### src/design/assert_macros.svh
// Assertion macros shared by the mixer RTL.
`ifndef ASSERT_MACROS_SVH
`define ASSERT_MACROS_SVH

// Property must hold at every clock edge outside reset.
`define LSM_ASSERT(lbl, clk, rst_n, prop, msg) \
  lbl: assert property (@(posedge clk) disable iff (!rst_n) (prop)) else $error(msg);

// Condition must never be seen at a clock edge outside reset.
`define LSM_ASSERT_NEVER(lbl, clk, rst_n, cond, msg) \
  `LSM_ASSERT(lbl, clk, rst_n, !(cond), msg)

`endif

### src/design/lsm_ram.sv
// Generic single-write, single-read RAM with registered read data.
`default_nettype none

module lsm_ram #(
  parameter int Width = 40,
  parameter int Depth = 64
) (
  input  wire logic                                       clk_i,
  input  wire logic                                       we_i,
  input  wire logic [((Depth > 1) ? $clog2(Depth) : 1)-1:0] waddr_i,
  input  wire logic [Width-1:0]                           wdata_i,
  input  wire logic                                       re_i,
  input  wire logic [((Depth > 1) ? $clog2(Depth) : 1)-1:0] raddr_i,
  output      logic [Width-1:0]                           rdata_o
);

  logic [Width-1:0] mem_q [Depth];
  logic [Width-1:0] rdata_q;

  // Write port and registered read port; a read at a written address sees the old word.
  always_ff @(posedge clk_i) begin
    if (we_i) begin
      mem_q[waddr_i] <= wdata_i;
    end
    if (re_i) begin
      rdata_q <= mem_q[raddr_i];
    end
  end

  assign rdata_o = rdata_q;

endmodule

`default_nettype wire

### config.mk
export PLATFORM = sky130hd
export DESIGN_NAME = lsm_ram
export DESIGN_NICKNAME = d
export VERILOG_FILES = /design/src/design/assert_macros.svh /design/src/design/lsm_ram.sv
export SDC_FILE = /design/constraint.sdc
export NUM_CORES = 2
export LEC_CHECK = 0
export BUFFER_PORTS_ARGS = -buffer_cell sky130_fd_sc_hd__buf_2
export CAP_MARGIN = 20
export CORE_MARGIN = 5
export CORE_UTILIZATION = 30
export DETAILED_ROUTE_END_ITERATION = 10
export PLACE_DENSITY_LB_ADDON = 0.2
export SLEW_MARGIN = 20
export SYNTH_ARGS = -nofsm -noshare
export SYNTH_HDL_FRONTEND = slang
export SYNTH_SLANG_ARGS = --single-unit
### constraint.sdc
create_clock -name clk_i -period 7.1 [get_ports clk_i]
set_input_delay 0.71 -clock clk_i [delete_from_list [all_inputs] [get_ports clk_i]]
set_output_delay 0.71 -clock clk_i [all_outputs]
set_load 0.005 [all_outputs]
==> metrics.txt <==
routability congestion estimate=0.737; TritonRoute pass-1 iters=5; Reg power frac=0.531; routed vias=46400; CTS tree=done; Syn Nets=4250; YS warnings=0; CP Class=in -> reg; Slew HR=0.210; Fin. Hold Viols=0; largest net degree at the start of global routing=103; type of origin of the critical path=primary input; non-filler cells in the finished layout=9051; mapped cell area=98200 um2; initial core utilization=0.301; Area Growth Syn to Fin=15.4%; leading area contributor after synthesis=edfxtp_1; Fmax=300 MHz; setup TNS=0 ns; die width=582 um; Sw Ratio=0.216; library cells used by synthesis=35; CTS Sinks=2600; Buffers on Ports=94; HP Class=in -> reg; CTS clk-pin slew, worst paths=0.06 ns; synth cell count leaders=edfxtp_1, mux4_2, o22ai_1; top cells by area, synth=edfxtp_1, mux4_2, mux2i_1; initial antenna violation count=22; Crit Path Max Fanout=80; Seq/Total Area, Yosys=0.795; clock power share=0.422; min cycle time layout=3.33 ns; design area=113000 um2; RSZ-0062 raised after global routing=no; Nets=4553; IO Count=95; wire per inst=31.5 um; Max Clock Skew=0.0405 ns; Max clock buf depth=4; Core Util, Final=0.347; average footprint of a synthesized cell=23.4 um2; maximum VDD drop=0.178 mV; pin slew with the least headroom to its limit=1.18 ns; HPWL Detailed=156000 um; endpoints failing setup=0; final WL=285000 um; DRC=0; number of synthesized flops with an enable pin=2600; FF+latch count, synth=2600; Core Area=327000 um2; top cell type's share of synthesized area=0.795; initial DRC count=4880; CTS root buf=clkbuf_16; total grt overflow=0; Arr. time, crit path=3.89 ns; vias in the first global route=48600; die area=339000 um2; fraction of layout cells with a size suffix above 1=0.288; Setup Fix Bufs, Post-CTS=0; most frequent cell after synthesis=edfxtp_1; share of async-settable or async-resettable flops after synthesis=0; H-Tree Depth=5; TritonCTS buffer count=278; Data required, critical path=7.66 ns; switching pwr=6.95 mW; max-slew violations=0; CP Capture Type=flop; hold buffers post-CTS=0; Die H=582 um; combinational power share=0.047; Leak=34.5 nW; post-synthesis cell count=4195; Most used DFF post-synth=edfxtp_1; max-cap violation count=0; post-route ant nets=0; period utilisation layout=0.469; Clock Latency Late Sink=0.85 ns; P_int=25.2 mW; dpl cells=8561; Vias/cell=5.13; row count=210; status=finished clean; Global Route Usage Sum=0.165; Cell Pwr Density=284 nW/um2; dpl cell area=105000 um2; first-pass GRT wire length=395000 um; CTS resizes=0
worst max-delay path: stages:
cell and delay [ns]:
buf_8 0.51, nor2b_1 0.77, nand2b_2 0.48, buf_4 0.40, o22ai_1 0.29, nor4_2 0.10
buf_4 0.19, o22a_1 0.24
power groups by stage:
stage	Sequential (mW)	Clock, mW	Combinational (mW)
4_1_cts	17.1	13.9	1.55
5_1_grt	17.1	14.5	1.61
3_3_place_gp	17.4	0	1.51
2_1_floorplan	17.4	0	0.804
6_report	17.1	13.6	1.51
3_5_place_dp	17.4	0	1.55
per-stage QoR:
step	power, mW	worst slack, ns	hold WS (ns)
3_5_place_dp	19.0	2.86	0.893
6_report	32.2	3.77	0.303
3_3_place_gp	18.9	2.00	0.881
5_1_grt	33.3	3.67	0.249
2_1_floorplan	18.2	2.67	0.809
4_1_cts	32.6	3.80	0.225
per-layer routing:
metal | wire length, um | up-vias | part of all wire | global-route usage
met4 | 8840 | 4 | 0.031 | 0.0477
met1 | 126000 | 25800 | 0.44 | 0.235
met5 | 21 | - | 0.000074 | 0
met2 | 134000 | 1443 | 0.47 | 0.261
met3 | 16400 | 417 | 0.058 | 0.0276
li1 | - | 18800 | - | -
placed cells by master, fill, tap and decap left out, types with 10 or more instances in the layout:
| cell | netlist | routed |
|---|---|---|
| nor2b_1 | 16 | 14 |
| o22a_1 | 26 | 26 |
| clkbuf_1 | 80 | 70 |
| nor2_4 | 0 | 62 |
| buf_2 | 81 | 66 |
| buf_12 | 0 | 16 |
| mux2_2 | 38 | 38 |
| a22o_1 | 16 | 16 |
| mux4_2 | 608 | 608 |
| o22ai_1 | 143 | 143 |
| o221ai_1 | 42 | 42 |
| edfxtp_1 | 2600 | 2600 |
| clkinv_1 | 0 | 61 |
| nor4_2 | 0 | 18 |
| a221oi_1 | 34 | 34 |
| a21oi_1 | 68 | 68 |
| nor4_1 | 34 | 16 |
| inv_6 | 0 | 10 |
| a22oi_1 | 18 | 18 |
| clkbuf_16 | 0 | 285 |
| nor2_1 | 97 | 35 |
| clkinv_2 | 0 | 40 |
| nand2_1 | 19 | 15 |
| mux2i_1 | 113 | 113 |
| o21ai_1 | 14 | 14 |
| nand2b_1 | 13 | 11 |
| buf_4 | 49 | 175 |
flip-flops by register name (all words and copies together), names as in the netlist:
signal	count
mem_q	2560
rdata_o	40
layout make-up:
cell class / instances / area, um2
timing repair buffer: 261 / 2040
tap: 4346 / 5440
clock inverter: 127 / 866
multi-input combinational: 1357 / 19500
sequential: 2600 / 78100
antenna: 5 / 12.5
clock buffer: 355 / 7390
fill: 30200 / 213000
worst paths after layout:
kind,endpoint,start,cells after the start,slack [ns]
worst min register to register,rdata_o[20],mem_q[62][20],4,0.91
worst max-delay path,rdata_o[33],raddr_i[2],8,3.77
worst max register to register,rdata_o[0],mem_q[47][0],5,4.96
worst min-delay path,mem_q[37][36],wdata_i[36],1,0.30
kinds of logic after synthesis:
| logic type | share of synthesized area |
|---|---|
| and+or+nand+nor | 0.0107 |
| buffers and inverters | 0.0126 |
| muxes | 0.155 |
| DFF | 0.795 |
| AOI/OAI and AO/OA | 0.0267 |
No activity file was read; power rests on OpenSTA's default activity.
