--- src/design/assert_macros.svh ---
// Assertion macros shared by the mixer RTL.
`ifndef ASSERT_MACROS_SVH
`define ASSERT_MACROS_SVH

// Property must hold at every clock edge outside reset.
`define LSM_ASSERT(lbl, clk, rst_n, prop, msg) \
  lbl: assert property (@(posedge clk) disable iff (!rst_n) (prop)) else $error(msg);

// Condition must never be seen at a clock edge outside reset.
`define LSM_ASSERT_NEVER(lbl, clk, rst_n, cond, msg) \
  `LSM_ASSERT(lbl, clk, rst_n, !(cond), msg)

`endif

--- src/design/lsm_pkg.sv ---
// Shared constants, types and rounding functions of the stereo mixer.
`default_nettype none

package lsm_pkg;

  localparam int SampleW        = 16;
  localparam int GainW          = 16;
  localparam int ProdW          = 32;
  localparam int WetW           = 20;
  localparam int SumW           = 35;
  localparam int CountW         = 32;
  localparam int CfgIdxW        = 3;
  localparam int CfgDataW       = 33;
  localparam int NumLaneRegs    = 4;
  localparam int RndShift       = 14;
  localparam int DefBlockLength = 64;
  localparam int DefLaneCount   = 4;

  localparam logic [31:0] DryGainsReset = 32'h2D41_2D41;
  localparam logic [CountW-1:0] CountMax = '1;

  localparam logic signed [SumW-1:0] RoundBias = 35'sd8192;
  localparam logic signed [SumW-1:0] WetMaxS   = 35'sd524287;
  localparam logic signed [SumW-1:0] WetMinS   = -35'sd524288;
  localparam logic signed [SumW-1:0] OutMaxS   = 35'sd32767;
  localparam logic signed [SumW-1:0] OutMinS   = -35'sd32768;

  // Configuration register indexes.
  typedef enum logic [CfgIdxW-1:0] {
    CFG_LANE_0         = 3'd0,
    CFG_LANE_1         = 3'd1,
    CFG_LANE_2         = 3'd2,
    CFG_LANE_3         = 3'd3,
    CFG_DRY_GAINS      = 3'd4,
    CFG_UNDERFLOW_MODE = 3'd5
  } cfg_idx_e;

  // Underflow behaviour codes; the unused code behaves as dry fallback.
  typedef enum logic [1:0] {
    MODE_DRY     = 2'd0,
    MODE_SILENCE = 2'd1,
    MODE_HOLD    = 2'd2
  } mode_e;

  // Per-frame control carried down the pipeline.
  typedef struct packed {
    logic usable;
    logic use_wet;
    logic silence;
    logic first;
  } ctl_t;

  // Round half up from Q.29 to Q.15 and clamp to the stored wet range.
  function automatic logic signed [WetW-1:0] wet_round_sat(input logic signed [SumW-1:0] sum);
    logic signed [SumW-1:0] t;
    t = (sum + RoundBias) >>> RndShift;
    if (t > WetMaxS) begin
      t = WetMaxS;
    end else if (t < WetMinS) begin
      t = WetMinS;
    end
    return t[WetW-1:0];
  endfunction

  // Round half up from Q.29 to Q.15 and clamp to the sample range.
  function automatic logic signed [SampleW-1:0] out_round_sat(input logic signed [SumW-1:0] sum);
    logic signed [SumW-1:0] t;
    t = (sum + RoundBias) >>> RndShift;
    if (t > OutMaxS) begin
      t = OutMaxS;
    end else if (t < OutMinS) begin
      t = OutMinS;
    end
    return t[SampleW-1:0];
  endfunction

endpackage

`default_nettype wire

--- src/design/lsm_merge.sv ---
// Merging stage: adds the lane products and rounds them to the stored wet format.
`default_nettype none

module lsm_merge #(
  parameter int LaneCount = lsm_pkg::DefLaneCount
) (
  input  wire logic signed [lsm_pkg::ProdW-1:0] prod_l_i [LaneCount],
  input  wire logic signed [lsm_pkg::ProdW-1:0] prod_r_i [LaneCount],
  output      logic signed [lsm_pkg::WetW-1:0]  wet_l_o,
  output      logic signed [lsm_pkg::WetW-1:0]  wet_r_o
);
  import lsm_pkg::*;

  logic signed [SumW-1:0] sum_l;
  logic signed [SumW-1:0] sum_r;

  // Exact sum over the lanes, then round and clamp.
  always_comb begin
    sum_l = '0;
    sum_r = '0;
    for (int k = 0; k < LaneCount; k++) begin
      sum_l = sum_l + SumW'(prod_l_i[k]);
      sum_r = sum_r + SumW'(prod_r_i[k]);
    end
  end

  assign wet_l_o = wet_round_sat(sum_l);
  assign wet_r_o = wet_round_sat(sum_r);

endmodule

`default_nettype wire

--- config.mk ---
export PLATFORM = sky130hd
export DESIGN_NAME = lsm_merge
export DESIGN_NICKNAME = d
export VERILOG_FILES = /design/src/design/assert_macros.svh /design/src/design/lsm_pkg.sv /design/src/design/lsm_merge.sv
export SDC_FILE = /design/constraint.sdc
export NUM_CORES = 1
export LEC_CHECK = 0
export ABC_AREA = 1
export ABC_CLOCK_PERIOD_IN_PS = 4700
export BUFFER_PORTS_ARGS = -buffer_cell sky130_fd_sc_hd__buf_4
export CAP_MARGIN = 20
export CORE_MARGIN = 1.5
export CORE_UTILIZATION = 38
export DETAILED_ROUTE_END_ITERATION = 12
export PLACE_DENSITY = 0.66
export SETUP_SLACK_MARGIN = 0.2
export SLEW_MARGIN = 20
export SYNTH_ARGS = -nofsm -noshare
export SYNTH_HDL_FRONTEND = slang
export SYNTH_SLANG_ARGS = --single-unit
--- constraint.sdc ---
create_clock -name vclk -period 4.7
set_input_delay 0.94 -clock vclk [all_inputs]
set_output_delay 0.94 -clock vclk [all_outputs]
set_load 0.005 [all_outputs]
==> results.cfg <==
[drt]
wl_per_cell_um = 14.28
viasPerCell = 4.754
dr.first_iter.drc_count = 330
ant_nets = 0
finalWirelength_mm = 29.62
via_count = 9859
drc = 0
drt-pass1-iter-count = 6

[run_status]
status = complete, but fails checks
violations = negative setup slack

[layout]
fin_cells = 2074
design.seq.count = 0
drive_gt1_frac = 0.5162
nFillCells = 1754
antennaDiodeCount = 0
seqCellArea_um2 = 0
design_area_um2 = 15540
post-route-util = 0.7033
nClkBuffers = 0
areaGrowthSynthToFinish_pct = 79.86
layout.nets = 2306

[setup_path]
critPathArrivalTime_ps = 4240
critPathMaxFanout = 5
cp-start-kind = input pin
cp.required_ps = 3760
path_class = input pin to primary output
endpoint_kind = primary output

[place]
numPortBuffers = 296
hpwl_mm = 23.98
placed_cell_area_um2 = 13360
dp_cells = 2044
finalWeightedCongestion = 0.8830

[global_route]
grt_pass1_vias = 10198
grt-ovfl-total = 0
grt_max_degree = 20
grt_antenna_before_repair = 0
grt_use_total = 0.2399
grt_pass1_wl_mm = 47.01

[synth]
yosys-top-cells-area = fa_1, ha_1, inv_1, nand2_1, a21oi_1
synth.distinct_cells = 33
syn_inst = 1275
synth_top_area_cell = fa_1
netlist.area_leader.share = 0.2966
synth_nets = 1785
synth-warning-count = 0
syn_avg_cell_area_um2 = 6.776
synth.cell_area_um2 = 8640
yosysMostFrequentCell = inv_1
synthTopCellsByCount = inv_1, nand2_1, fa_1
ys_seq_area_frac = 0

[die]
core_area_um2 = 22090
boundaryPins = 296
row_count = 54
start_util = 0.3910
die_h_um = 153.8
die_w_um = 153.8
dieArea_um2 = 23650

[timing]
tightest_slew_ps = 343.2
setup_ws_ps = -484.0
fmax_mhz = 192.9
setup_viol = 40
min_period_ps = 5184
rsz0062_at_grt = true
slew_viol_final = 0
max_slew_margin = 0.7676
finalHoldViolCount = 0
min_period_over_period = 1.103

[flow_run]
cap_violations = 0

[hold_path]
hold_class = input pin to primary output
hold_depth = 7
hp-start = prod_r_i[109]
hold-path-endpoint = wet_r_o[0]

[power_and_ir_drop]
p_leak_nw = 8.176
fin_total_pwr_mw = 9.446
p_per_area_nw_per_um2 = 607.9
peakVddDrop_uv = 426.7

[clock_tree]
postCtsHoldBufs = 0
worst max-delay path: stages:
cell	delay, ps
buf_4	120
fa_2	600
fa_1	430
ha_1	340
ha_4	290
inv_1	60
nor3_2	210
nand2_2	120
nor3_4	230
nand2_4	90
nand2_2	70
nand2_2	50
nand2_2	90
nand3_4	150
clkbuf_16	210
nand2_1	80
nand2_2	50
buf_4	120
power breakdown:
group,switching (mW),internal [mW]
clock,0,0
combinational,4.62,4.83
sequential,0,0
worst max path at each step:
stage                             from     endpoint  slack, ps
after floorplan           prod_l_i[12]  wet_l_o[10]         10
after global placement    prod_l_i[29]   wet_l_o[7]       -510
after detailed placement  prod_l_i[12]  wet_l_o[14]       -530
after CTS                  prod_r_i[3]   wet_r_o[6]       -410
after global routing      prod_r_i[12]   wet_r_o[3]       -600
final                     prod_r_i[31]   wet_r_o[3]       -480
kinds of logic after synthesis:
| family | count (synthesis) | share of synthesized area |
|---|---|---|
| adders and majority gates | 254 | 0.4791 |
| buffers and inverters | 364 | 0.1616 |
| and+or+nand+nor | 492 | 0.2442 |
| xor gates and xnor gates | 22 | 0.02230 |
| AOI/OAI and AO/OA | 143 | 0.09283 |
what timing repair did:
item,CTS,global route
pin swaps,75,84
resized for setup,196,199
buffers inserted,10,9
endpoints found under the hold margin,0,0
gates cloned,7,4
setup endpoints to repair,40,40
metal layers:
layer,global-route usage,part of all wire,vias up
li1,-,-,4902
met3,0.01917,0.047,53
met2,0.4383,0.50,310
met5,0,0,-
met4,0.04253,0.022,0
met1,0.3115,0.43,4594
cell type report:
type	count	area [um^2]	share of cell area
inverters	360	1371	0.08825
well taps	280	350.3	0.02255
multi-input cells	917	9666	0.6220
repair buffers	517	4151	0.2672
cell usage in the layout (no fill, tap or decap), drive strengths merged:
master | Yosys | routed
and2 | 2 | 2
a21boi | 3 | 3
o311ai | 2 | 2
nand3 | 44 | 47
xor2 | 15 | 15
nand2 | 314 | 314
nor2 | 102 | 102
nand4 | 4 | 4
inv | 360 | 360
o21ai | 34 | 34
nor3 | 20 | 20
xnor2 | 7 | 7
buf | 4 | 514
a21oi | 81 | 81
o31ai | 2 | 2
fa | 128 | 128
o21bai | 4 | 4
nand3b | 6 | 9
clkbuf | 0 | 3
ha | 126 | 126
o21a | 7 | 7
o22ai | 1 | 1
a21o | 9 | 9
stage by stage:
| stage | worst slack [ps] | setup TNS (ps) | hold WS (ps) |
|---|---|---|---|
| global placement | -508.0 | -18330 | 2671 |
| global route | -604.5 | -20670 | 2745 |
| CTS | -410.3 | -13420 | 2696 |
| finish | -484.0 | -15890 | 2713 |
| floorplan | 12.17 | 0 | 2374 |
| detailed placement | -533.8 | -18850 | 2684 |
Power figures use the tool's default switching activity.
