[src/design/assert_macros.svh]
// Assertion macros shared by the mixer RTL.
`ifndef ASSERT_MACROS_SVH
`define ASSERT_MACROS_SVH

// Property must hold at every clock edge outside reset.
`define LSM_ASSERT(lbl, clk, rst_n, prop, msg) \
  lbl: assert property (@(posedge clk) disable iff (!rst_n) (prop)) else $error(msg);

// Condition must never be seen at a clock edge outside reset.
`define LSM_ASSERT_NEVER(lbl, clk, rst_n, cond, msg) \
  `LSM_ASSERT(lbl, clk, rst_n, !(cond), msg)

`endif

[src/design/lsm_pkg.sv]
// Shared constants, types and rounding functions of the stereo mixer.
`default_nettype none

package lsm_pkg;

  localparam int SampleW        = 16;
  localparam int GainW          = 16;
  localparam int ProdW          = 32;
  localparam int WetW           = 20;
  localparam int SumW           = 35;
  localparam int CountW         = 32;
  localparam int CfgIdxW        = 3;
  localparam int CfgDataW       = 33;
  localparam int NumLaneRegs    = 4;
  localparam int RndShift       = 14;
  localparam int DefBlockLength = 64;
  localparam int DefLaneCount   = 4;

  localparam logic [31:0] DryGainsReset = 32'h2D41_2D41;
  localparam logic [CountW-1:0] CountMax = '1;

  localparam logic signed [SumW-1:0] RoundBias = 35'sd8192;
  localparam logic signed [SumW-1:0] WetMaxS   = 35'sd524287;
  localparam logic signed [SumW-1:0] WetMinS   = -35'sd524288;
  localparam logic signed [SumW-1:0] OutMaxS   = 35'sd32767;
  localparam logic signed [SumW-1:0] OutMinS   = -35'sd32768;

  // Configuration register indexes.
  typedef enum logic [CfgIdxW-1:0] {
    CFG_LANE_0         = 3'd0,
    CFG_LANE_1         = 3'd1,
    CFG_LANE_2         = 3'd2,
    CFG_LANE_3         = 3'd3,
    CFG_DRY_GAINS      = 3'd4,
    CFG_UNDERFLOW_MODE = 3'd5
  } cfg_idx_e;

  // Underflow behaviour codes; the unused code behaves as dry fallback.
  typedef enum logic [1:0] {
    MODE_DRY     = 2'd0,
    MODE_SILENCE = 2'd1,
    MODE_HOLD    = 2'd2
  } mode_e;

  // Per-frame control carried down the pipeline.
  typedef struct packed {
    logic usable;
    logic use_wet;
    logic silence;
    logic first;
  } ctl_t;

  // Round half up from Q.29 to Q.15 and clamp to the stored wet range.
  function automatic logic signed [WetW-1:0] wet_round_sat(input logic signed [SumW-1:0] sum);
    logic signed [SumW-1:0] t;
    t = (sum + RoundBias) >>> RndShift;
    if (t > WetMaxS) begin
      t = WetMaxS;
    end else if (t < WetMinS) begin
      t = WetMinS;
    end
    return t[WetW-1:0];
  endfunction

  // Round half up from Q.29 to Q.15 and clamp to the sample range.
  function automatic logic signed [SampleW-1:0] out_round_sat(input logic signed [SumW-1:0] sum);
    logic signed [SumW-1:0] t;
    t = (sum + RoundBias) >>> RndShift;
    if (t > OutMaxS) begin
      t = OutMaxS;
    end else if (t < OutMinS) begin
      t = OutMinS;
    end
    return t[SampleW-1:0];
  endfunction

endpackage

`default_nettype wire

[src/design/lsm_lane.sv]
// One multiply lane: a sample scaled by a left and a right gain, registered.
`default_nettype none

module lsm_lane (
  input  wire logic                               clk_i,
  input  wire logic                               load_i,
  input  wire logic                               en_i,
  input  wire logic signed [lsm_pkg::SampleW-1:0] sample_i,
  input  wire logic [2*lsm_pkg::GainW-1:0]        gains_i,
  output      logic signed [lsm_pkg::ProdW-1:0]   prod_l_o,
  output      logic signed [lsm_pkg::ProdW-1:0]   prod_r_o
);
  import lsm_pkg::*;

  logic signed [GainW-1:0] gain_l;
  logic signed [GainW-1:0] gain_r;
  logic signed [ProdW-1:0] prod_l_q;
  logic signed [ProdW-1:0] prod_r_q;

  assign gain_l = gains_i[2*GainW-1:GainW];
  assign gain_r = gains_i[GainW-1:0];

  // A disabled lane contributes nothing to the sums.
  always_ff @(posedge clk_i) begin
    if (load_i) begin
      if (en_i) begin
        prod_l_q <= sample_i * gain_l;
        prod_r_q <= sample_i * gain_r;
      end else begin
        prod_l_q <= '0;
        prod_r_q <= '0;
      end
    end
  end

  assign prod_l_o = prod_l_q;
  assign prod_r_o = prod_r_q;

endmodule

`default_nettype wire

[config.mk]
export PLATFORM = sky130hd
export DESIGN_NAME = lsm_lane
export DESIGN_NICKNAME = d
export VERILOG_FILES = /design/src/design/assert_macros.svh /design/src/design/lsm_pkg.sv /design/src/design/lsm_lane.sv
export SDC_FILE = /design/constraint.sdc
export NUM_CORES = 2
export LEC_CHECK = 0
export ABC_AREA = 1
export BUFFER_PORTS_ARGS = -buffer_cell sky130_fd_sc_hd__buf_2
export CAP_MARGIN = 20
export CORE_ASPECT_RATIO = 1.5
export CORE_UTILIZATION = 45
export DETAILED_ROUTE_END_ITERATION = 6
export SETUP_SLACK_MARGIN = 0.5
export SYNTH_ARGS = -nofsm -noshare
export SYNTH_HDL_FRONTEND = slang
export SYNTH_SLANG_ARGS = --single-unit
[constraint.sdc]
create_clock -name clk_i -period 6.3 [get_ports clk_i]
set_clock_uncertainty 0.15 [all_clocks]
set_input_delay 1.26 -clock clk_i [delete_from_list [all_inputs] [get_ports clk_i]]
set_output_delay 1.26 -clock clk_i [all_outputs]
set_load 0.1 [all_outputs]
==> metrics.md <==
| Metric | Value |
|---|---|
| Status | `finished, final reports clean` |
| Seq cells post-synth | `64` |
| Min-delay src | `gains_i[0]` |
| Post-synth EDFFs | `64` |
| CTS tree | `done` |
| Max Clk Rate | `160 MHz` |
| First-pass GRT wire length | `111000 um` |
| Die ar. | `53700 um2` |
| Async SR Flop Fraction | `0%` |
| Vias per cell | `4.85` |
| GPL Wtd Cong | `0.929` |
| Mux cell area share after synthesis | `0%` |
| Fin crit period | `6.25 ns` |
| Tot GR Track Use | `26.9%` |
| Unique cell type count in the Yosys netlist | `30` |
| DRT antenna net count | `0` |
| Initial antenna violation count | `0` |
| Share of the synthesized area in the top cell type | `44.2%` |
| Warnings, synthesis | `0` |
| Drt pass-1 iters | `5` |
| DRC | `0` |
| Post-Syn Instances | `3074` |
| Share of cells above drive strength 1 | `29.6%` |
| Vias in the first global route | `approximately 22k` |
| Highest-delay cell along the critical path | `fa_1` |
| Synthesized area | `23800 um2` |
| CTS Buffer Depth | `2` |
| Largest family of logic cells by synthesized area | `adder cells` |
| Relative slew margins | `36.2%` |
| Slew @ Worst Pin | `0.958 ns` |
| Commonest non-fill, non-tap cell in the layout | `inv_1` |
| Ranking of synthesized cells by area | `fa_1, inv_1, nand2_1, ha_1, edfxtp_1` |
| Rows | `102` |
| CTS Buf Count | `9` |
| Clk slew on worst S/H paths | `0.08 ns` |
| Simple-Gate Fraction of Synth Area | `18.9%` |
| RSZ-0062 raised after global routing | `true` |
| TritonCTS Sinks | `64` |
| CTS Root Cell | `clkbuf_16` |
| Placed instance area | `28000 um2` |
| Routing usage on met1 | `about a quarter` |
| Crit path kind | `primary input to flip-flop` |
| GR Layer Usage met3 | `2.10%` |
| Most frequent cells in the layout | `inv_1, nand2_1, fa_1, buf_4, ha_1` |
| Die H | `roughly 280 um` |
| Most used DFF post-synth | `edfxtp_1` |
| Crit-path max cell delay | `0.53 ns` |
| Max-cap violations | `0` |
| Grt ovf | `0` |
| Adder-cell area share of the yosys netlist | `52.8%` |
| CP startpoint kind | `primary input` |
| Final Hold Viols | `0` |
| WHS Path Cells | `3` |
| Worst-path cell chain | `buf_12, buf_12, buf_6, nand2_4, fa_1, inv_2, fa_1, fa_2, fa_1, fa_1, inv_2, fa_1, inv_2, ha_4, buf_6, nand2_8, nor2_4, inv_4, nor2_4, nand4_1, nand2_1, nand2_1, nand2_1, nor2_1` |
| Largest net degree at the start of global routing | `65` |
| Post-synthesis compound-gate area fraction | `3.10%` |
| H-tree depth | `3` |
| # IOs | `115` |
| Drt total wl | `70400 um` |
| Critical Path Sink Type | `flip-flop` |
| Met2 Track Usage GR | `53.0%` |
| Sequential share of the synthesized area | `8.09%` |
| P&R area growth vs syn | `32.4%` |
| Final Setup Violations | `0` |
| Crit-path max FO | `5` |
| Initial DRC count | `around 640` |
| Die Wd | `190 um` |
| Fin crit share | `between 90% and 100%` |
| Starting Density | `45.8%` |
| Core ar. | `around 52000 um2` |
| Synthesized net count | `3813` |
| Synth Area per Inst | `7.73 um2` |
| CP most frequent cell | `fa_1` |
| Yosys top cell by area | `fa_1` |
| Worst hold-check path type | `primary input to flip-flop` |
| Layout Nets | `~4.2k` |
| Worst EP required | `roughly 6.3 ns` |
| HPWL after DPL | `around 60000 um` |
| Worst Hold End | `prod_r_o[0]` |
| Final Cell Area | `31500 um2` |
| Final Max Tran Viols | `0` |
| Diodes inserted | `0` |
| I/O Buffers | `114` |
| Synth Area in XOR/XNOR | `less than 1%` |
| Via count | `20.1k` |
| Top Usage Layer GRT | `met2` |
| Avg WL per Cell | `17.0 um` |
| Worst EP arrival | `6.23 ns` |
[logic make-up after synthesis]
| group | after synthesis |
|---|---|
| AO/OA/AOI/OAI | 131 |
| XOR/XNOR | 5 |
| adder cells (fa/ha/maj) | 688 |
| buffers and inverters | 1072 |
| flip-flops | 64 |
| AND/OR/NAND/NOR | 1114 |
[layer usage]
metal / vias to the layer above / part of all wire, %
met5: - / 0
met4: 0 / 7.8
met3: 213 / 2.3
met2: 448 / 57
met1: 9959 / 33
li1: 9441 / -
[synthesized netlist by cell type, types with 7 or more instances]
cell and n:
fa_1 524, o21ai_0 29, a21oi_1 70, ha_1 164, edfxtp_1 64, a21oi_2 7, nor3_1 8, nand2_1 834
nand3_1 51, nor2_1 156, clkbuf_1 114, nand2_2 11, o21a_1 8, inv_1 953, nand4_1 13, o21bai_1 12
nand3_2 8, nor2_2 15
[stage by stage]
step           utilization [%]  setup slack, ns  setup TNS (ns)  hold WS [ns]  cells
2_1_floorplan                -           0.0313               0          1.22   3074
3_3_place_gp              54.1           -0.825          -17.74          1.61   4056
3_5_place_dp              54.1           -0.798          -18.84          1.61   4056
4_1_cts                   57.5           0.0481               0          1.18   4102
5_1_grt                   60.7           -0.106          -0.530          1.22   4139
6_report                  60.7           0.0542               0          1.20   4139
[worst max-delay path, delay by kind of cell]
| family | cells | cell delay [ns] |
|---|---|---|
| buffers and inverters | 8 | 0.62 |
| and+or+nand+nor | 9 | 0.97 |
| adders and majority gates | 7 | 3.35 |
[timing repair]
item / 4_1_cts / 5_1_grt
resized for setup: 296 / 387
setup endpoints to repair: 46 / 46
cloned: 7 / 4
buffers inserted: 24 / 33
hold buffers: 0 / 0
pin swaps: 137 / 158
[flip-flops by register name, summed over array words and instances, names as in the netlist]
name	count
prod_r_o	32
prod_l_o	32
[cell type report]
| class | count | area [um2] |
|---|---|---|
| clock buffers | 11 | 233 |
| clock inverters | 4 | 22.5 |
| fillers | 4575 | 20400 |
| inverters | 955 | 3610 |
| multi-input cells | 1938 | 20300 |
| flip-flops and latches | 64 | 1920 |
| well taps | 676 | 846 |
| repair buffers | 491 | 4570 |
[how the worst max path moves through the flow]
stage,startpoint,to,slack (ns),depth (start not counted)
floorplan,gains_i[3],prod_r_o[31],0.03,22
global placement,sample_i[15],prod_l_o[28],-0.82,21
detailed placement,sample_i[15],prod_l_o[28],-0.80,21
CTS,gains_i[18],prod_l_o[23],0.05,22
global route,gains_i[18],prod_l_o[23],-0.11,22
finish,gains_i[25],prod_l_o[23],0.05,24
Power is not shown: default switching activity piles up to over one toggle a cycle in this logic, so the estimate is an artifact.
